## src/rtl/lsc_pkg.sv

```systemverilog
// Shared constants, types and helpers of the limited slope calculator.
// Used by every module in the rtl folder; depends on nothing else.
package lsc_pkg;

  localparam int DATA_WIDTH    = 32;
  localparam int FRACTION_BITS = 16;
  localparam int DIFF_W        = DATA_WIDTH + 1;
  localparam int FACT_W        = DATA_WIDTH - 1;
  localparam int PROD_W        = DIFF_W + FACT_W;
  localparam int MAG_W         = PROD_W - FRACTION_BITS;
  localparam int QUO_W         = DATA_WIDTH;
  localparam int DEN_W         = MAG_W + 1;
  localparam int NUM_W         = QUO_W + MAG_W;
  localparam int IN_BITS       = 3 * DATA_WIDTH + 3 * FACT_W;
  localparam int IN_TDATA_W    = ((IN_BITS + 7) / 8) * 8;

  localparam logic [1:0] MODE_DONOR    = 2'd0;
  localparam logic [1:0] MODE_VAN_LEER = 2'd1;
  localparam logic [1:0] MODE_WOODWARD = 2'd2;

  // Per-item information that rides alongside the divider.
  typedef struct packed {
    logic                  neg;
    logic                  sat;
    logic                  use_vl;
    logic [DATA_WIDTH-1:0] wres;
  } side_t;

  // One stage of the restoring divider.
  typedef struct packed {
    logic [DEN_W-1:0] rem;
    logic [DEN_W-1:0] den;
    logic [QUO_W-1:0] low;
    logic [QUO_W-1:0] quo;
    side_t            side;
  } div_t;

  // Sign and magnitude to saturated two's complement.
  function automatic logic [DATA_WIDTH-1:0] sat_encode(input logic neg,
                                                       input logic [MAG_W-1:0] mag);
    logic [MAG_W-1:0] half;
    logic [MAG_W-1:0] lim;
    half = MAG_W'(1) << (DATA_WIDTH - 1);
    if (neg) begin
      lim = (mag > half) ? half : mag;
      return DATA_WIDTH'(~lim + MAG_W'(1));
    end else begin
      lim = (mag > half - MAG_W'(1)) ? half - MAG_W'(1) : mag;
      return DATA_WIDTH'(lim);
    end
  endfunction

endpackage

```

## src/rtl/lsc_scale.sv

```systemverilog
// Two-stage scaled difference: (a - b) * factor, as sign and magnitude.
// Depends on lsc_pkg.
module lsc_scale (
  input  logic                          clk,
  input  logic                          en,
  input  logic [lsc_pkg::DATA_WIDTH-1:0] a,
  input  logic [lsc_pkg::DATA_WIDTH-1:0] b,
  input  logic [lsc_pkg::FACT_W-1:0]     factor,
  output logic                          neg,
  output logic [lsc_pkg::MAG_W-1:0]     mag
);
  import lsc_pkg::*;

  logic [DIFF_W-1:0] diff;
  logic [DIFF_W-1:0] dmag;
  logic              sgn1;
  logic [FACT_W-1:0] fac1;
  logic              sgn2;
  logic [PROD_W-1:0] prod;

  // Exact difference, one bit wider than the data.
  assign diff = {a[DATA_WIDTH-1], a} - {b[DATA_WIDTH-1], b};

  // First stage holds the magnitude, second the full product.
  always_ff @(posedge clk) begin
    if (en) begin
      sgn1 <= diff[DIFF_W-1];
      dmag <= diff[DIFF_W-1] ? (~diff + DIFF_W'(1)) : diff;
      fac1 <= factor;
      sgn2 <= sgn1;
      prod <= PROD_W'(dmag) * PROD_W'(fac1);
    end
  end

  // Truncating shift to the fixed-point scale; zero carries no sign.
  assign mag = prod[PROD_W-1:FRACTION_BITS];
  assign neg = sgn2 && (mag != '0);

endmodule

```

## config.mk

```make
export PLATFORM = sky130hd
export DESIGN_NAME = lsc_scale
export DESIGN_NICKNAME = d
export VERILOG_FILES = /design/src/rtl/lsc_pkg.sv /design/src/rtl/lsc_scale.sv
export SDC_FILE = /design/constraint.sdc
export NUM_CORES = 2
export LEC_CHECK = 0
export ABC_AREA = 1
export CORE_AREA = 5 5 238 332
export DETAILED_ROUTE_END_ITERATION = 10
export DIE_AREA = 0 0 243 337
export DONT_BUFFER_PORTS = 1
export PLACE_DENSITY = 0.81
export SLEW_MARGIN = 25
export SYNTH_ARGS = -nofsm -noshare
export SYNTH_HDL_FRONTEND = slang
export SYNTH_SLANG_ARGS = --single-unit
```

## constraint.sdc

```tcl
create_clock -name clk -period 14.8 [get_ports clk]
set_input_delay 2.96 -clock clk [delete_from_list [all_inputs] [get_ports clk]]
set_output_delay 2.96 -clock clk [all_outputs]
set_load 0.03 [all_outputs]
```

After elaboration in Yosys (flattened, before gate mapping)
Index checks and enable logic that the tools add are counted.

Word-level logic and storage cells: 13. Flip-flop bits (word level): 130. Bits of input ports: 97. Output and inout bits: 49.

$mul: 1. Reduce and logical (&&, ||, !) cells: 2. Bitwise logic cells: 1. Mux-type cells: 1. Add/sub/neg operators: 2.

Operator list (number): $mul 33x31->64 (1); $reduce_bool 48->1 (1); $add 33x1->33 const B (1); $not 33->33 (1); $sub 32x32->33 (1); $mux 32 (1); $logic_and 1x1->1 (1).

Depth between registers and ports, before layout
Depth in word-level cells: 4. Mapped depth: 34. Mapped depth without buffers: 32.

Worst setup path after synthesis
OpenSTA, ideal clock, no wires.

Path kind: reg2reg. Start point: reg fac1[7]. End point: reg prod[59], data pin. Stages on the path, launching flop included: 28. Path slack: 8.170 ns. Path buffers: 2. Period minus slack after synthesis: 6.630 ns. Arrival: 6.378 ns. Required time: 14.548 ns. Cell sequence: edfxtp_1 clkbuf_1 clkbuf_1 nand2_1 fa_1 inv_1 fa_1 fa_1 inv_1 fa_1 inv_1 fa_1 fa_1 fa_1 inv_1 fa_1 inv_1 ha_1 a21oi_1 o21ai_0 a21oi_1 o21ai_0 inv_1 nor2_1 a211oi_1 nand2_1 nand2_1 nand2_1.

Longest elaborated chain between the ends: 1.

Ends and longest elaborated chain: start: declaration (RTL line lsc_scale.sv:17) `logic [FACT_W-1:0] fac1;`; start signal: assignment (RTL line lsc_scale.sv:29) `fac1 <= factor;`; $mul 33x31->64 (RTL line lsc_scale.sv:31) `prod <= PROD_W'(dmag) * PROD_W'(fac1);`; end signal: assignment (RTL line lsc_scale.sv:31); end: declaration (RTL line lsc_scale.sv:19) `logic [PROD_W-1:0] prod;`.

No other way between the ends. A chain may end at the register's enable or synchronous reset.

Worst setup path after layout
Start point: reg dmag[23]. End point: reg prod[48], data pin.

Longest elaborated chain between the ends: 1.

Ends and longest elaborated chain: start: declaration (RTL line lsc_scale.sv:15) `logic [DIFF_W-1:0] dmag;`; start signal: assignment (RTL line lsc_scale.sv:28) `dmag <= diff[DIFF_W-1] ? (~diff + DIFF_W'(1)) : diff;`; $mul 33x31->64 (RTL line lsc_scale.sv:31).

No other way between the ends.

==> results.toml <==
[hold_path]
min_to = "sgn2"
min_path_cells = 0
min_from = "sgn1"
hp-class = "reg -> reg"

[grt]
grtUsageMet1_pct = 29.50
grt_overflow = 0
grt_pass1_vias = 36860
grt_max_degree = 115
met3_usage_pct = 4.932
track_usage_pct = 29.14
busiest_layer = "met2"
grt_pass1_wl_um = 187300
met2_usage_pct = 53.95
antenna_found_initial = 1

[logic_synthesis]
muxShareOfSynthArea_pct = 0
synth_simple_gate_area_share_pct = 18.16
yosys.area.top_type = "fa_1"
synthTopCellsByArea = "fa_1, inv_1, nand2_1, ha_1, edfxtp_1"
ys.warnings.count = 0
synth_nets = 6552
synth_top_area_share_pct = 43.60
postSynthCellCount = 5273
synth-xor-area-share_pct = 1.449
synth_top_family_by_area = "adder cells"
ys_types = 46
synth_area_um2 = 41090
ys_seq_area_share_pct = 8.330
syn_area_per_cell_um2 = 7.793
synth-adder-area-share_pct = 52.34
synth_seq_cells = 114
synth_compound_area_share_pct = 3.221

[clocking]
postCtsResizedCells = 0
clkSinkCount = 114
numCtsBuffers = 17
clk_pin_slew_ns = 0.06
cts_tree = "built"
clk-insertion-delay-late_ns = 0.52
h-tree-depth = 4
clockBufferDepth = 2
hold_buffers = 0
postCtsSetupBuffers = 0
cts-root-buf = "clkbuf_16"

[floorplan]
num_io_pins = 146
die-area_um2 = 81890
fp.dieW_um = 243
core_area_um2 = 75970
initial_core_util_pct = 54.09
fp-row-count = 120
die_h_um = 337

[timing]
maxSlewHeadroom_pct = 59.69
period_needed_ns = 7.613
fin_ws_ns = 7.187
slew_violations = 0
max_freq_ghz = 0.1313
hold_viol = 0
finClkSkew_ns = 0.02437
tightest_slew_ns = 0.5992
setup_viol = 0
timing.final.crit_share_pct = 51.44
rsz0062_at_grt = "no"
setup_tns_ns = 0

[worst_setup_path]
crit_family = "adder cells"
cp_common_cell = "fa_1"
max_stage_delay_ns = 0.56
cp.required_ns = 15.10
path_buf_inv = 4
crit_fanout = 25
worstPathArrival_ns = 7.91
cp-end-kind = "flip-flop"
critical_path_class = "reg -> reg"
worstPathCellList = "buf_4, nand2_1, fa_1, fa_1, fa_1, fa_1, inv_1, fa_1, fa_1, fa_1, inv_1, fa_1, inv_1, ha_1, a21oi_1, o21ai_0, a21o_1, o21bai_1, a31oi_1, o21ai_0, xor2_1"
reg2reg_to = "prod[48]"
slowest_stage = "fa_1"
crit_start = "dmag[23]"
r2r_setup_slack_ns = 7.19
reg2regPathDepth = 21
startpoint_type = "flip-flop"
r2r_start = "dmag[23]"

[layout]
diodes = 0
syn_to_final_growth_pct = 3.462
layout-drive-gt1-share_pct = 3.052
layout_common_cells = "inv_1, nand2_1, fa_1, ha_1, nor2_1"
mostFrequentLayoutCell = "inv_1"
nNetsFinal = 6411
fillCellCount = 6793

[placement]
place_ws_ns = 7.223
gp_congestion = 1.013
port_buffers = 0
hpwl_um = 94440

[routing]
antenna_left = 0
vias_per_cell = 5.409
drtIter0Drc = 2105
drt_wl_total_um = 115600
post_drt_wl_per_cell_um = 18.90
routed-via-count = 33100
route.detailed.drc = 0
firstDrtPassIters = 6

[run]
maxCapViolCount = 0

[run_status]
status = "finished clean"
-- stage by stage --
step / utilization [%] / area [um2] / std cells / hold slack, ns
after floorplan: - / 41090 / 5273 / 0.4003
after global placement: 55.20 / 41940 / 6089 / 0.4070
final: 55.96 / 42520 / 6120 / 0.4306
after detailed placement: 55.20 / 41940 / 6089 / 0.4110
after CTS: 55.96 / 42520 / 6120 / 0.4265
after global routing: 55.96 / 42520 / 6120 / 0.4405
-- sequential cells by signal, summed over array words and instances, names as in the netlist --
register  cells
sgn1          1
prod         48
sgn2          1
dmag         33
fac1         31
-- layout make-up --
type                            count  area [um2]  area share [%]
Multi-Input combinational cell   3357       30890           72.65
Inverter                         1578        5926           13.94
Sequential cell                   114        3423           8.052
Tap cell                          976        1221           2.872
Timing Repair Buffer               64       480.5           1.130
Clock buffer                       17       425.4           1.001
Clock inverter                     14       152.6          0.3590
-- layer usage --
layer	vias up	wire length, um
met4	2	9920
met1	16280	37190
met3	594	7307
met2	1558	61210
met5	-	12
li1	14670	-
-- cells in the mapped netlist (all sizes together) --
| cell | instances |
|---|---|
| nand2 | 1518 |
| ha | 287 |
| edfxtp | 114 |
| o21ai | 63 |
| and3 | 2 |
| nand3b | 5 |
| a211oi | 1 |
| o211ai | 3 |
| and2 | 2 |
| a21o | 12 |
| a21oi | 110 |
| a21boi | 4 |
| clkinv | 1 |
| a31o | 3 |
| o21bai | 6 |
| xnor2 | 22 |
| fa | 895 |
| o21a | 13 |
| nor4 | 16 |
| o2111ai | 2 |
| a31oi | 12 |
| a211o | 1 |
| inv | 1577 |
| nor2 | 202 |
| xor2 | 46 |
| buf | 16 |
| a22oi | 1 |
| nand3 | 88 |
| or2 | 1 |
| o31a | 1 |
| a221oi | 2 |
| nor3 | 15 |
| clkbuf | 208 |
| nand4 | 24 |
-- worst register-to-register path: stages (launching register included) --
cell,delay [ns]
edfxtp_1,0.48
buf_4,0.36
nand2_1,0.16
fa_1,0.51
fa_1,0.55
fa_1,0.55
fa_1,0.53
inv_1,0.05
fa_1,0.56
fa_1,0.45
fa_1,0.50
inv_1,0.05
fa_1,0.49
inv_1,0.05
ha_1,0.37
a21oi_1,0.24
o21ai_0,0.17
a21o_1,0.21
o21bai_1,0.15
a31oi_1,0.42
o21ai_0,0.23
xor2_1,0.32
-- how the worst max path moves through the flow --
stage,end,slack (ns),cells past startpoint
after CTS,prod[48],7.21,23
after floorplan,prod[59],8.17,27
final,prod[48],7.19,21
after global placement,prod[48],7.27,25
after detailed placement,prod[48],7.22,23
after global routing,prod[56],6.97,26
-- kinds of logic (layout without fill, tap and decap cells) --
family | after synthesis | count (layout)
AND/OR/NAND/NOR | 1873 | 1873
buffers and inverters | 1802 | 1673
AO/OA/AOI/OAI | 234 | 234
XOR/XNOR | 68 | 68
adder cells (fa/ha/maj) | 1182 | 1182
flip-flops | 114 | 114
Power is left out: the tool's default activity adds up to more than one toggle a clock period on the data nets, which glitch-free logic cannot reach.
