`src/rtl/lsc_pkg.sv`:
```
// Shared constants, types and helpers of the limited slope calculator.
// Used by every module in the rtl folder; depends on nothing else.
package lsc_pkg;

  localparam int DATA_WIDTH    = 32;
  localparam int FRACTION_BITS = 16;
  localparam int DIFF_W        = DATA_WIDTH + 1;
  localparam int FACT_W        = DATA_WIDTH - 1;
  localparam int PROD_W        = DIFF_W + FACT_W;
  localparam int MAG_W         = PROD_W - FRACTION_BITS;
  localparam int QUO_W         = DATA_WIDTH;
  localparam int DEN_W         = MAG_W + 1;
  localparam int NUM_W         = QUO_W + MAG_W;
  localparam int IN_BITS       = 3 * DATA_WIDTH + 3 * FACT_W;
  localparam int IN_TDATA_W    = ((IN_BITS + 7) / 8) * 8;

  localparam logic [1:0] MODE_DONOR    = 2'd0;
  localparam logic [1:0] MODE_VAN_LEER = 2'd1;
  localparam logic [1:0] MODE_WOODWARD = 2'd2;

  // Per-item information that rides alongside the divider.
  typedef struct packed {
    logic                  neg;
    logic                  sat;
    logic                  use_vl;
    logic [DATA_WIDTH-1:0] wres;
  } side_t;

  // One stage of the restoring divider.
  typedef struct packed {
    logic [DEN_W-1:0] rem;
    logic [DEN_W-1:0] den;
    logic [QUO_W-1:0] low;
    logic [QUO_W-1:0] quo;
    side_t            side;
  } div_t;

  // Sign and magnitude to saturated two's complement.
  function automatic logic [DATA_WIDTH-1:0] sat_encode(input logic neg,
                                                       input logic [MAG_W-1:0] mag);
    logic [MAG_W-1:0] half;
    logic [MAG_W-1:0] lim;
    half = MAG_W'(1) << (DATA_WIDTH - 1);
    if (neg) begin
      lim = (mag > half) ? half : mag;
      return DATA_WIDTH'(~lim + MAG_W'(1));
    end else begin
      lim = (mag > half - MAG_W'(1)) ? half - MAG_W'(1) : mag;
      return DATA_WIDTH'(lim);
    end
  endfunction

endpackage

```
`src/rtl/lsc_div_step.sv`:
```
// One registered step of the restoring divider for the harmonic mean.
// Depends on lsc_pkg.
module lsc_div_step (
  input  logic            clk,
  input  logic            rst,
  input  logic            en,
  input  logic            in_valid,
  input  lsc_pkg::div_t   in_data,
  output logic            out_valid,
  output lsc_pkg::div_t   out_data
);
  import lsc_pkg::*;

  logic [DEN_W:0] trial;
  logic [DEN_W:0] diff;
  logic           take;
  div_t           nxt;

  // Bring down one numerator bit and try the subtraction.
  always_comb begin
    trial = {in_data.rem, in_data.low[QUO_W-1]};
    diff  = trial - {1'b0, in_data.den};
    take  = !diff[DEN_W];
    nxt      = in_data;
    nxt.rem  = take ? diff[DEN_W-1:0] : trial[DEN_W-1:0];
    nxt.low  = in_data.low << 1;
    nxt.quo  = {in_data.quo[QUO_W-2:0], take};
  end

  always_ff @(posedge clk) begin
    if (rst) begin
      out_valid <= 1'b0;
    end else if (en) begin
      out_valid <= in_valid;
    end
  end

  always_ff @(posedge clk) begin
    if (en) begin
      out_data <= nxt;
    end
  end

endmodule

```
`config.mk`:
```
export PLATFORM = sky130hd
export DESIGN_NAME = lsc_div_step
export DESIGN_NICKNAME = d
export VERILOG_FILES = /design/src/rtl/lsc_pkg.sv /design/src/rtl/lsc_div_step.sv
export SDC_FILE = /design/constraint.sdc
export NUM_CORES = 1
export LEC_CHECK = 0
export ABC_CLOCK_PERIOD_IN_PS = 5400
export BUFFER_PORTS_ARGS = -buffer_cell sky130_fd_sc_hd__buf_2
export CAP_MARGIN = 5
export CORE_AREA = 8 8 147 149
export CTS_BUF_LIST = sky130_fd_sc_hd__clkbuf_8
export DETAILED_ROUTE_END_ITERATION = 8
export DIE_AREA = 0 0 155 157
export PLACE_DENSITY_LB_ADDON = 0.25
export SLEW_MARGIN = 20
export SYNTH_ARGS = -nofsm -noshare
export SYNTH_HDL_FRONTEND = slang
export SYNTH_SLANG_ARGS = --single-unit
```
`constraint.sdc`:
```
create_clock -name clk -period 5.4 [get_ports clk]
set_input_delay 0.27 -clock clk [delete_from_list [all_inputs] [get_ports clk]]
set_output_delay 0.27 -clock clk [all_outputs]
set_load 0.03 [all_outputs]
```
## Word-level counts from Yosys, hierarchy flattened

Index checks and enable logic that the tools add are counted.
W data, S select, Z words.

- Flip-flop bits (word level): 197
- Output and inout bits: 198
- Logic and storage cells: 12

- Add/sub/neg operators: 1
- Mux-type cells: 1
- Reduce and logical (&&, ||, !) cells: 1

Operators by type and width:

| kind | number |
|---|---|
| $sub A50 B49 Y50 | 1 |
| $mux W49 | 1 |
| $logic_not A1 Y1 | 1 |

## Depth between registers and ports, before layout

Gate-level depths: netlist of the first run.

- Depth after elaboration: 2
- Gate-level depth with buffers: 15
- Mapped depth without buffers: 13

## Least setup slack after synthesis of the first run

No wires, ideal clock.

- Kind: input to register
- From: input in_data[117] (netlist name)
- To: register out_data[155] (netlist name), data pin
- Arrival: 2.732 ns
- Slack: 2.408 ns
- Stages on the path: 14
- Path through: inv_1 > ha_1 > buf_2 > a211oi_2 > nor2_1 > a2111oi_2 > o31ai_1 > a211oi_2 > a211oi_1 > nor2_1 > xnor2_1 > buf_6 > buf_6 > mux2_4

RTL lines:

| item | line | RTL |
|---|---|---|
| start: declaration | lsc_div_step.sv:8 | `input lsc_pkg::div_t in_data,` |
| end signal: assignment | lsc_div_step.sv:40 | `out_data <= nxt;` |
| end: declaration | lsc_div_step.sv:10 | `output lsc_pkg::div_t out_data` |

==> results, run 1 <==
- For this run, the total global-route usage over all layers was measured as 25.8%.
- The time the final worst path needs with I/O delays and setup is 3.80 ns.
- The setup TNS after final layout is 0 ns.
- Port buffering added 396 buffers.
- Leaving out fill and tap cells, the most frequent cell in the layout is buf_2.
- The average detailed-routed wire length per instance is 21.1 um.
- The number of buffers between clock root and the deepest sink is 2.
- The count of state elements after synthesis is 197.
- After detailed routing, the number of remaining DRC violations is 0.
- The post-detailed-route count of antenna-violating nets is 0.
- After synthesis the cells add up to 9600 sq um.
- Headroom to the max-slew limit came out at 46.9%.
- In the final design database the tool counted 1515 nets.
- Of the synthesized area, sequential elements account for 61.5%.
- The final design area excluding fillers is 13700 sq um.
- The region available for standard cell placement spans 19200 sq um.
- The HPWL after detailed placement is 23200 um.
- The detailed-route vias per instance is 5.25.
- Once placement finished, the instance area stood at 11800 sq um.
- The worst setup path category is input port to flip-flop.
- IR analysis of the VDD net gives a maximum drop of 0.200 mV.
- The final count of pins violating max slew is 0.
- Measured against the total synthesized area, the mux share comes to 6.40%.
- The number of instances in the placed design is 1365.
- The clock latency of the later-clocked register in the worst-skew pair is 0.46 ns.
- Routability-driven placement finished with a final weighted congestion of 0.914.
- The via count of the first global-routing pass is 8257.
- Measured along the y axis, the die boundary spans 157 um.
- The number of clock buffers added by TritonCTS is 17.
- Counting every net in the synthesized netlist gives 971.
- The first detailed-routing pass took 5 iterations.
- Leaving out fill and tap cells, the most frequent cells in the layout are buf_2 (395), edfxtp_1 (196), dlygate4sd3_1 (145), inv_1 (59), a21oi_1 (59).
- The worst min-delay path category is input port to flip-flop.
- The die outline width is 155 um.
- After Yosys synthesis, and, or, nand and nor cells account for 6.80% of the synthesized area.
- The cell row count is 51.
- After the flow finishes, the layout carries non-filler instances totaling 1546.
- The clock root buffer is clkbuf_8.
- The H-tree was split into 4 levels.
- The overflow left after global routing is 0.
- Entering global routing, the biggest net connects 104 pins.
- The initial antenna violation count came to 8.
- At the worst endpoint, the arrival time is 4.04 ns.
- The routed layout has 8109 vias.
- Yosys mapped a number of flops with a built-in enable equal to 196.
- The maximum operating frequency is 263 MHz.
- The final count of hold timing violations is 0.
- The cell count after synthesis is 720.
- Counting instances, the worst hold path has a depth of 1.
- On the final layout, the worst hold slack is 0.0336 ns.
- For this run, asynchronously set or reset flops after synthesis account for 0%.
- The final routed wirelength across all metal layers is 32700 um.
- The number of setup violations in the final report is 0.
- Summing the areas of all compound-gate instances in the mapped netlist gives 11.1% of the synthesized area.
- The adder-cell share of the synthesized area is 6.59%.
- After synthesis, the largest family of logic cells by area is compound AO/OA/AOI/OAI gates.
- For this run, the leading register cell type out of synthesis is edfxtp_1.
- The number of sinks on the clock net is 197.
- The fraction of layout instances using a drive strength above 1 is 37.8%.
- The number of gates resized after CTS was 0.
- The cell area power density is 302 nW/um^2.
- The flow ran to the end, and the final reports show no timing, DRC or antenna violations.
- Setup repair after global routing left no endpoint under its margin.
- The clock transition time at the flip-flop clock pins of the worst setup and hold paths is 0.11 ns.
- The first global-routing pass estimated 47600 um of wire.
- Across the routed clock network, the largest skew measured is 0 ns.
- For this design the static power due to leakage is 6.17 nW.
- The required time at the endpoint of the critical path is 5.64 ns.
- The Yosys step of the flow raised 0 warnings.
- The top fanout value on the critical path is 35.
- At the placement stage, the worst setup path has a slack of 1.62 ns.
- The clock tree from TritonCTS is done.
- The measured slew at the worst slew-check pin is 0.796 ns.
- The number of cells on the worst reg-to-reg path is 2.
- The die covers 24300 sq um.
- The xor and xnor fraction of the mapped netlist area is 4.10%.
- STA classifies the critical path startpoint as an input port.
- In this run, the number of DRC markers left after iteration 0 of detailed routing was 608.
- STA classifies the critical path endpoint as a flip-flop.
- The area added between synthesis and finish is 43.1%.
- The number of unique standard cell types used by synthesis is 56.
- The tool flagged a number of max-cap violations equal to 0.
- Once the floorplan was initialized, standard cells occupied 50.0% of the core.
- The total I/O pin count is 399.
- The number of setup buffers added after CTS is 0.
- A synthesized cell averages 13.3 sq um.
- After layout, the worst path uses 70.4% of the clock period.
- Once routing completed, OpenROAD measured the worst setup slack at 1.60 ns.
## sequential cells by signal (all words and copies together) (netlist names)
register   count
out_data     196
out_valid      1
## through the flow
stage	total power, mW	util, %
floorplan	2.71	-
global placement	3.06	61.7
CTS	4.15	71.5
detailed placement	3.07	61.7
finish	4.14	71.5
global route	4.31	71.5
## synth_stat cells (3+ instances only)
cell	n	share of area, %
mux2i_1	4	0.42
nor2_1	44	1.7
o21a_1	8	0.63
nand4_1	13	0.85
mux2_4	30	4.7
nand2_1	37	1.4
nand2b_1	8	0.52
buf_2	5	0.26
ha_1	49	6.4
inv_1	59	2.3
a21o_1	21	1.6
a21oi_1	59	3.1
mux2_2	11	1.3
edfxtp_1	196	61
xor2_1	20	1.8
clkbuf_1	10	0.39
a21boi_0	4	0.31
nor2b_1	4	0.26
o211ai_1	3	0.23
o21bai_1	4	0.31
a31oi_1	6	0.39
o221ai_1	6	0.55
buf_6	4	0.47
and2_1	4	0.26
nand3_1	9	0.47
o21ai_0	28	1.5
or3_1	3	0.20
xnor2_1	25	2.3
nor3_1	9	0.47
## worst max-delay path, stage by stage
cell	delay, ns
dlygate4sd3_1	0.52
buf_2	0.11
inv_1	0.04
ha_1	0.38
a21oi_1	0.22
nor2_1	0.07
a2111oi_2	0.40
o21ai_1	0.23
a32oi_1	0.35
a211oi_1	0.16
nor2_1	0.20
xnor2_2	0.14
buf_4	0.54
mux2_2	0.40
## cells by family (layout without fill, tap and decap cells)
group,Yosys count,count (layout)
compound gates,164,164
flops,197,197
other cells,1,5
fa+ha+maj,50,50
xor+xnor,45,45
mux,45,45
buf+inv,79,636
simple gates,139,139
## cell type report
cell class	instances	area, sq um
sequential	197	5910
fill	1345	5470
timing repair buffer	545	3470
multi-input combinational	444	3370
tap	265	332
clock buffer	17	234
inverter	59	221
clock inverter	15	195
antenna	4	10.0
## routing by layer
metal / vias to the layer above / GRT usage (%) / wire length (um)
met3: 77 / 8.72 / 2940
li1: 3773 / - / -
met5: - / 0 / 56
met4: 10 / 11.9 / 1390
met1: 3864 / 27.4 / 11800
met2: 385 / 45.6 / 16500
## report_power, final
part,internal [mW],switching (mW),leakage [nW]
Sequential,1.87,0.0399,1.93
Clock,0.368,0.631,0.214
Combinational,0.475,0.761,4.03
Total,2.71,1.43,6.17
## final timing paths
path                      from            end  slack, ns
hold / removal    in_data[120]  out_data[120]       0.03
setup / recovery  in_data[109]  out_data[189]       1.60
hold reg to reg      out_valid      out_valid       0.59
setup reg to reg     out_valid      out_valid       4.75
## what timing repair did
item                                    in CTS  in global routing
endpoints found under the hold margin      145                  0
hold buffers                               145                  0
endpoints found under the setup margin       0                  0
No activity file was read; power rests on OpenSTA's default activity.
==> run 2, diff against run 1 <==
ABC_CLOCK_PERIOD_IN_PS = 3470   (was 5400)
CORE_AREA = unset   (was 8 8 147 149)
CORE_MARGIN = 8   (was unset)
CORE_UTILIZATION = 45   (was unset)
DIE_AREA = unset   (was 0 0 155 157)
clock period = 3.47 ns   (was 5.4 ns; I/O delays follow)
==> run 2 against run 1 <==
Non-clock buffer count increased by 51. Combinational power increased by 62%. Sequential share of layout area down 1.7 points. Setup slack lost 1.4 ns. Critical endpoint unchanged.
==> results, run 2 (same netlist as run 1, synthesis figures left out) <==
- The pin count of the biggest net entering global routing is 64 (was 104).
- The setup TNS after final layout is 0 ns (unchanged).
- The total I/O pin count is 399 (unchanged).
- The number of cells on the worst hold path came to 2 (was 1).
- The final standard cell count with taps included and fillers excluded is 1606 (was 1546).
- The nature of the critical path endpoint is a flip-flop (unchanged).
- The clock transition time at the flip-flop clock pins of the worst setup and hold paths was 0.12 ns (was 0.11 ns).
- The final period utilization is 95.6%.
- The delay of the slowest cell on the worst path is 0.53 ns (was 0.54 ns).
- The flip-flop count of the largest register, all copies and words added is 196 (unchanged).
- The switching part of the total is 34.7% (was 34.6%).
- The number of buffers created by CTS is 17 (unchanged).
- The post-place instance area was 12000 sq um (was 11800 sq um).
- The initial cell density of the core is 45.8% (was 50.0%).
- The utilization after layout came to 68.2% (was 71.5%).
- The initial antenna violation count is 9 (was 8).
- The pre-CTS setup slack is 0.111 ns (was 1.62 ns).
- The final count of pins violating max slew is 0 (unchanged).
- The buffer and inverter count on the worst path is 4 (unchanged).
- The origin of the worst min-delay path is in_data[194] (was in_data[120]).
- The post-route total power is 6.56 mW (was 4.14 mW).
- The startpoint of the worst-slack reg-to-reg timing path is out_valid (unchanged).
- The required time at the endpoint of the critical path is 3.70 ns (was 5.64 ns).
- The aggregate global-route resource usage is 24.4% (was 25.8%).
- The die area is 26300 sq um (was 24300 sq um).
- The hold-critical path endpoint is out_data[195] (was out_data[120]).
- The worst path arrival time is 3.55 ns (was 4.04 ns).
- The placer's final routability congestion estimate is 0.859 (was 0.914).
- The fill cell instance count of the final layout is 1557 (was 1345).
- The leading cell type in the layout, fill and taps excluded is buf_2 (unchanged).
- The sequential cell fraction of total power is 45.2% (was 46.1%).
- The die outline width was 162 um (was 155 um).
- The number of sinks on the clock net is 197 (unchanged).
- The portion of total power attributed to combinational logic is 30.6% (was 29.8%).
- The clock share of power is 24.1% (about the same).
- The switching power summed over all nets is 2.28 mW (was 1.43 mW).
- The fraction of layout instances using a drive strength above 1 is 38.0% (was 37.8%).
- The number of cells traversed by the worst register-to-register path is 3 (was 2).
- The clock latency of the later-clocked register in the worst-skew pair is 0.46 ns (about the same).
- The final routed wirelength across all metal layers is 33200 um (was 32700 um).
- The internal power component is 4.28 mW (was 2.71 mW).
- The average detailed-routed wire length per instance is 20.7 um (was 21.1 um).
- The worst min-delay path category is input port to flip-flop (unchanged).
- The final count of hold timing violations is 0 (unchanged).
- The vertical die dimension is 162 um (was 157 um).
- The via count of the first global-routing pass came to 8608 (was 8257).
- The peak supply drop was 0.212 mV (was 0.200 mV).
- The kind of cell adding the most delay to the critical path is compound AO/OA/AOI/OAI gates (unchanged).
- The register cell area after layout is 5910 sq um (unchanged).
- The number of buffers added on ports is 396 (unchanged).
- The HPWL after detailed placement came to 23800 um (was 23200 um).
- The floorplan core area was 21000 sq um (was 19200 sq um).
- The post-detailed-route count of antenna-violating nets is 0 (unchanged).
- The worst setup path category is input port to flip-flop (unchanged).
- Top library cells by usage in the layout, fill and taps aside: buf_2 (395), edfxtp_1 (196), dlygate4sd3_1 (178), inv_1 (59), a21oi_1 (58) (was buf_2 (395), edfxtp_1 (196), dlygate4sd3_1 (145), inv_1 (59), a21oi_1 (59)).
- The number of DRC violations after detailed-routing iteration 0 is 513 (was 608).
- The number of optimization iterations in the first detailed-route pass is 5 (unchanged).
- The detailed route wirelength on metal2 is 17200 um (was 16500 um).
- The final-stage net count is 1566 (was 1515).
- The smallest clock period supported by the final layout is computed as 3.32 ns.
- The detailed-route DRC error count is 0 (unchanged).
- Cell breakdown of the critical path: dlygate4sd3_1, buf_2, inv_1, ha_1, o211ai_1, a21o_1, a31o_2, nor3_1, o21ai_1, a21oi_1, a31oi_1, buf_4, o31a_1, xnor2_1, mux2_2 (was dlygate4sd3_1, buf_2, inv_1, ha_1, a21oi_1, nor2_1, a2111oi_2, o21ai_1, a32oi_1, a211oi_1, nor2_1, xnor2_2, buf_4, mux2_2).
- The H-tree depth reported by CTS was 4 (unchanged).
- The maximum operating frequency is 301 MHz.
- The end of the worst register-to-register path is out_valid (unchanged).
- The multi-input combinational cell area was 3390 sq um (was 3370 sq um).
- The register-to-register setup slack came to 2.34 ns (was 4.75 ns).
- The area added between synthesis and finish is 48.8% (was 43.1%).
- The clock root buffer was clkbuf_8 (unchanged).
- The number of instances in the placed design is 1389 (was 1365).
- The final design area excluding fillers is 14300 sq um (was 13700 sq um).
- The headroom to the max-slew limit came to 61.2% (was 46.9%).
- The number of setup violations in the final report was 0 (unchanged).
- The top fanout value on the critical path was 4 (was 35).
- Status: completed (unchanged).
- RSZ-0062 raised after global routing: yes (was no).
- The cell area power density is 459 nW/um^2 (was 302 nW/um^2).
- The setup slack of the critical path after layout is 0.152 ns (was 1.60 ns).
- The leakage power figure is 6.43 nW (was 6.17 nW).
- The via count came to 8213 (was 8109).
- The detailed route wirelength on metal3 came to 2530 um (was 2940 um).
- The measured slew at the worst slew-check pin is 0.583 ns (was 0.796 ns).
- The worst clock skew was 0 ns (unchanged).
- The global-route wire length before repair came to 49300 um (was 47600 um).
- The post-route worst hold slack is 0.0339 ns (was 0.0336 ns).
- The cell row count came to 53 (was 51).
- The overflow left after global routing was 0 (unchanged).
- The routed metal-1 wirelength is 12500 um (was 11800 um).
- The kind of launch point of the worst setup path is an input port (unchanged).
- The highest metal layer with signal wires is met5 (unchanged).
- The clock tree from TritonCTS is done (unchanged).
- The register with the most flip-flops was out_data (unchanged).
- Largest registers in the final layout: out_data (196), out_valid (1) (unchanged).
- The count of maximum capacitance violations is 0 (unchanged).
- The detailed-route vias per instance is 5.11 (was 5.25).
- The number of buffers between clock root and the deepest sink is 2 (unchanged).
- The cell with the largest stage delay on the worst path is dlygate4sd3_1 (was buf_4).
-- run 2: worst max-delay path by stage --
| stage | start | to | slack (ns) | cells past startpoint |
|---|---|---|---|---|
| 6_report | in_data[101] | out_data[189] | 0.15 | 15 |
| 2_1_floorplan | in_data[117] | out_data[155] | 0.57 | 14 |
| 3_3_place_gp | in_data[109] | out_data[195] | 0.16 | 13 |
| 5_1_grt | in_data[109] | out_data[153] | -0.006 | 15 |
| 3_5_place_dp | in_data[109] | out_data[195] | 0.11 | 13 |
| 4_1_cts | in_data[109] | out_data[195] | 0.09 | 14 |
-- run 2: layer usage --
metal | track usage (%) | up-vias
met3 | 7.06 | 53
li1 | - | 3874
met4 | 8.50 | 14
met5 | 0 | -
met2 | 43.2 | 352
met1 | 27.6 | 3920
-- run 2: what timing repair did --
action | 4_1_cts | 5_1_grt
endpoints found under the hold margin | 177 | 0
setup endpoints to repair | 0 | 23
hold buffers | 178 | 0
gates resized for setup | 0 | 7
buffers inserted | 0 | 2
-- run 2: power by group through the flow --
| stage | registers, mW | clock network [mW] | logic (mW) |
|---|---|---|---|
| after floorplan | 3.52 | 0 | 0.695 |
| after global placement | 3.01 | 0 | 1.79 |
| after detailed placement | 3.01 | 0 | 1.80 |
| after CTS | 2.96 | 1.62 | 1.98 |
| after global routing | 2.99 | 1.69 | 2.14 |
| final | 2.97 | 1.58 | 2.01 |
-- run 2: cell type report --
cell class | count | share of cell area, %
flip-flops and latches | 197 | 41.3
repair buffers | 596 | 27.9
multi-input cells | 444 | 23.7
well taps | 275 | 2.41
clock buffers | 17 | 1.64
inverters | 59 | 1.55
clock inverters | 15 | 1.39
diodes | 3 | 0.0525
-- run 2: worst reg2reg max path, stage by stage (launching register included) --
cell	delay (ns)
dfxtp_1	0.33
mux2i_1	0.12
nor2_1	0.05
dlygate4sd3_1	0.54
==> run 3, diff against run 2 <==
ABC_CLOCK_PERIOD_IN_PS = 3250   (was 3470)
CORE_UTILIZATION = 50   (was 45)
clock period = 3.25 ns   (was 3.47 ns; I/O delays follow)
==> run 3 against run 2 <==
Setup slack got worse by 0.092 ns. Sequential power rose by 7.1%. Core utilization rose by 9.9 points. Via count rose by 3.0%. Combinational power rose by 12%. Register-to-register slack got worse by 0.33 ns. First-iteration DRC count rose by 13%. Global-route usage rose by 3.3 points. Largest cell class unchanged. Largest power group unchanged.
==> results, run 3 (same netlist as run 1, synthesis figures left out) <==
- The clock latency of the later-clocked register in the worst-skew pair is 0.47 ns (was 0.46 ns).
- The final count of pins violating max slew was 0 (unchanged).
- The detailed-route DRC error count was 0 (unchanged).
- The number of optimization iterations in the first detailed-route pass is 5 (unchanged).
- The global-route wire length before repair was 50600 um (was 49300 um).
- Timing would allow up to 313 MHz.
- The via count of the first global-routing pass was 8827 (was 8608).
- The delay of the slowest cell on the worst path is 0.53 ns (about the same).
- The worst clock skew is 0 ns (unchanged).
- The final-stage net count is 1603 (was 1566).
- The average detailed-routed wire length per instance is 21.5 um (was 20.7 um).
- The cell row count is 50 (was 53).
- The leading cell type in the layout, fill and taps excluded is buf_2 (unchanged).
- The required time at the endpoint of the critical path was 3.49 ns (was 3.70 ns).
- The pin count of the biggest net entering global routing was 90 (was 64).
- The clock root buffer is clkbuf_8 (unchanged).
- The nature of the critical path endpoint is a flip-flop (unchanged).
- The register with the most flip-flops is out_data (unchanged).
- The total I/O pin count is 399 (unchanged).
- The post-detailed-route count of antenna-violating nets is 0 (unchanged).
- Top library cells by usage in the layout, fill and taps aside: buf_2 (395), edfxtp_1 (196), dlygate4sd3_1 (189), inv_1 (59), a21oi_1 (57) (was buf_2 (395), edfxtp_1 (196), dlygate4sd3_1 (178), inv_1 (59), a21oi_1 (58)).
- The worst path arrival time is 3.43 ns (was 3.55 ns).
- The initial cell density of the core is 51.2% (was 45.8%).
- The initial antenna violation count is 5 (was 9).
- The flip-flop count of the largest register, all copies and words added is 196 (unchanged).
- The number of DRC violations after detailed-routing iteration 0 is 582 (was 513).
- The final count of hold timing violations is 0 (unchanged).
- The H-tree depth reported by CTS came to 4 (unchanged).
- The number of buffers added on ports is 396 (unchanged).
- The measured slew at the worst slew-check pin is 0.745 ns (was 0.583 ns).
- The detailed-route vias per instance is 5.28 (was 5.11).
- The number of sinks on the clock net was 197 (unchanged).
- The clock tree from TritonCTS is done (unchanged).
- Status: completed (unchanged).
- The fraction of layout instances using a drive strength above 1 is 39.7% (was 38.0%).
- The number of instances in the placed design was 1376 (was 1389).
- The placer's final routability congestion estimate is 0.912 (was 0.859).
- The count of maximum capacitance violations came to 0 (unchanged).
- The vertical die dimension was 155 um (was 162 um).
- The die area came to 23900 sq um (was 26300 sq um).
- The worst setup path category is input port to flip-flop (unchanged).
- Largest registers in the final layout: out_data (196), out_valid (1) (unchanged).
- The post-route total power was 7.11 mW (was 6.56 mW).
- The top fanout value on the critical path is 7 (was 4).
- The die outline width is 155 um (was 162 um).
- The cell area power density is 485 nW/um^2 (was 459 nW/um^2).
- The worst min-delay path category is input port to flip-flop (unchanged).
- The clock transition time at the flip-flop clock pins of the worst setup and hold paths came to 0.11 ns (was 0.12 ns).
- The headroom to the max-slew limit is 50.3% (was 61.2%).
- The HPWL after detailed placement is 23100 um (was 23800 um).
- The final routed wirelength across all metal layers was 34500 um (was 33200 um).
- The cell with the largest stage delay on the worst path is dlygate4sd3_1 (unchanged).
- The final standard cell count with taps included and fillers excluded came to 1603 (was 1606).
- The number of buffers between clock root and the deepest sink is 2 (unchanged).
- The aggregate global-route resource usage was 27.7% (was 24.4%).
- The number of setup violations in the final report is 0 (unchanged).
- The via count came to 8457 (was 8213).
- The area added between synthesis and finish is 52.7% (was 48.8%).
- The kind of launch point of the worst setup path was an input port (unchanged).
- The floorplan core area is 18800 sq um (was 21000 sq um).
- The pre-CTS setup slack came to -0.0227 ns (was 0.111 ns).
- Cell breakdown of the critical path: dlygate4sd3_1, buf_2, inv_1, ha_1, buf_4, a21oi_1, o221ai_2, or3_1, or3_1, o21a_1, a21oi_1, o21ai_0, xor2_1, mux2_4 (was dlygate4sd3_1, buf_2, inv_1, ha_1, o211ai_1, a21o_1, a31o_2, nor3_1, o21ai_1, a21oi_1, a31oi_1, buf_4, o31a_1, xnor2_1, mux2_2).
- The setup slack of the critical path after layout is 0.0599 ns (was 0.152 ns).
- The number of buffers created by CTS is 17 (unchanged).
- The leakage power figure is 6.62 nW (was 6.43 nW).
- The overflow left after global routing is 0 (unchanged).
- The clock period could shrink to 3.19 ns.
- The worst path uses 98.2% of the clock period.
- The peak supply drop is 0.313 mV (was 0.212 mV).
run 3: cell types whose count changed in the layout (fill, tap and decap cells not counted), sizes merged:
cell / before / now
inv: 66 / 68
clkinvlp: 0 / 1
diode: 3 / 4
clkinv: 8 / 5
dlygate4sd3: 178 / 189
buf: 416 / 442
run 3: what timing repair did:
item / CTS / global route
gates resized for setup: 0 / 21
hold endpoints to repair: 188 / 0
hold buffers: 189 / 0
setup endpoints to repair: 0 / 49
setup buffers: 0 / 1
run 3: path summary, 6_finish.rpt:
| check | from | end | slack [ns] | depth (start not counted) |
|---|---|---|---|---|
| worst min-delay path | in_data[149] | out_data[150] | 0.03 | 2 |
| worst max register to register | out_valid | out_valid | 2.01 | 3 |
| worst max-delay path | in_data[118] | out_data[178] | 0.06 | 14 |
| worst min register to register | out_valid | out_valid | 1.17 | 3 |
run 3: per-stage QoR:
step | instance area (sq um) | utilization [%] | setup TNS, ns | hold slack [ns]
2_1_floorplan | 9600 | - | 0 | 0.235
3_3_place_gp | 12200 | 64.9 | 0 | 0.322
3_5_place_dp | 12200 | 64.9 | -0.0975 | 0.325
4_1_cts | 14500 | 77.3 | 0 | 0.00120
5_1_grt | 14700 | 78.1 | -0.0320 | 0.00279
6_report | 14700 | 78.1 | 0 | 0.0319
run 3: cell type report:
| type | count | area [sq um] |
|---|---|---|
| antenna | 4 | 10.0 |
| clock buffer | 17 | 234 |
| clock inverter | 15 | 195 |
| fill | 1133 | 4100 |
| inverter | 59 | 221 |
| multi-input combinational | 444 | 3480 |
| sequential | 197 | 5910 |
| tap | 234 | 293 |
| timing repair buffer | 633 | 4320 |
run 3: power by group:
part           leakage [nW]  switching [mW]  internal, mW
sequential             1.93          0.0747          3.10
combinational          4.48            1.32         0.923
clock                 0.209            1.07         0.610
total                  6.62            2.47          4.64
run 3: worst max-delay path, delay by kind of cell:
family          cells  cell delay, ns
compound gates      5            0.98
xor+xnor            1            0.16
fa+ha+maj           1            0.30
buf+inv             4            0.84
mux                 1            0.27
simple gates        2            0.71
run 3: routing by layer:
metal	GRT usage [%]	share of wire, %	vias up
met5	0	0.038	-
met1	28.7	35	3994
met2	50.0	52	428
met3	10.4	9.8	73
met4	10.5	3.5	2
li1	-	-	3960
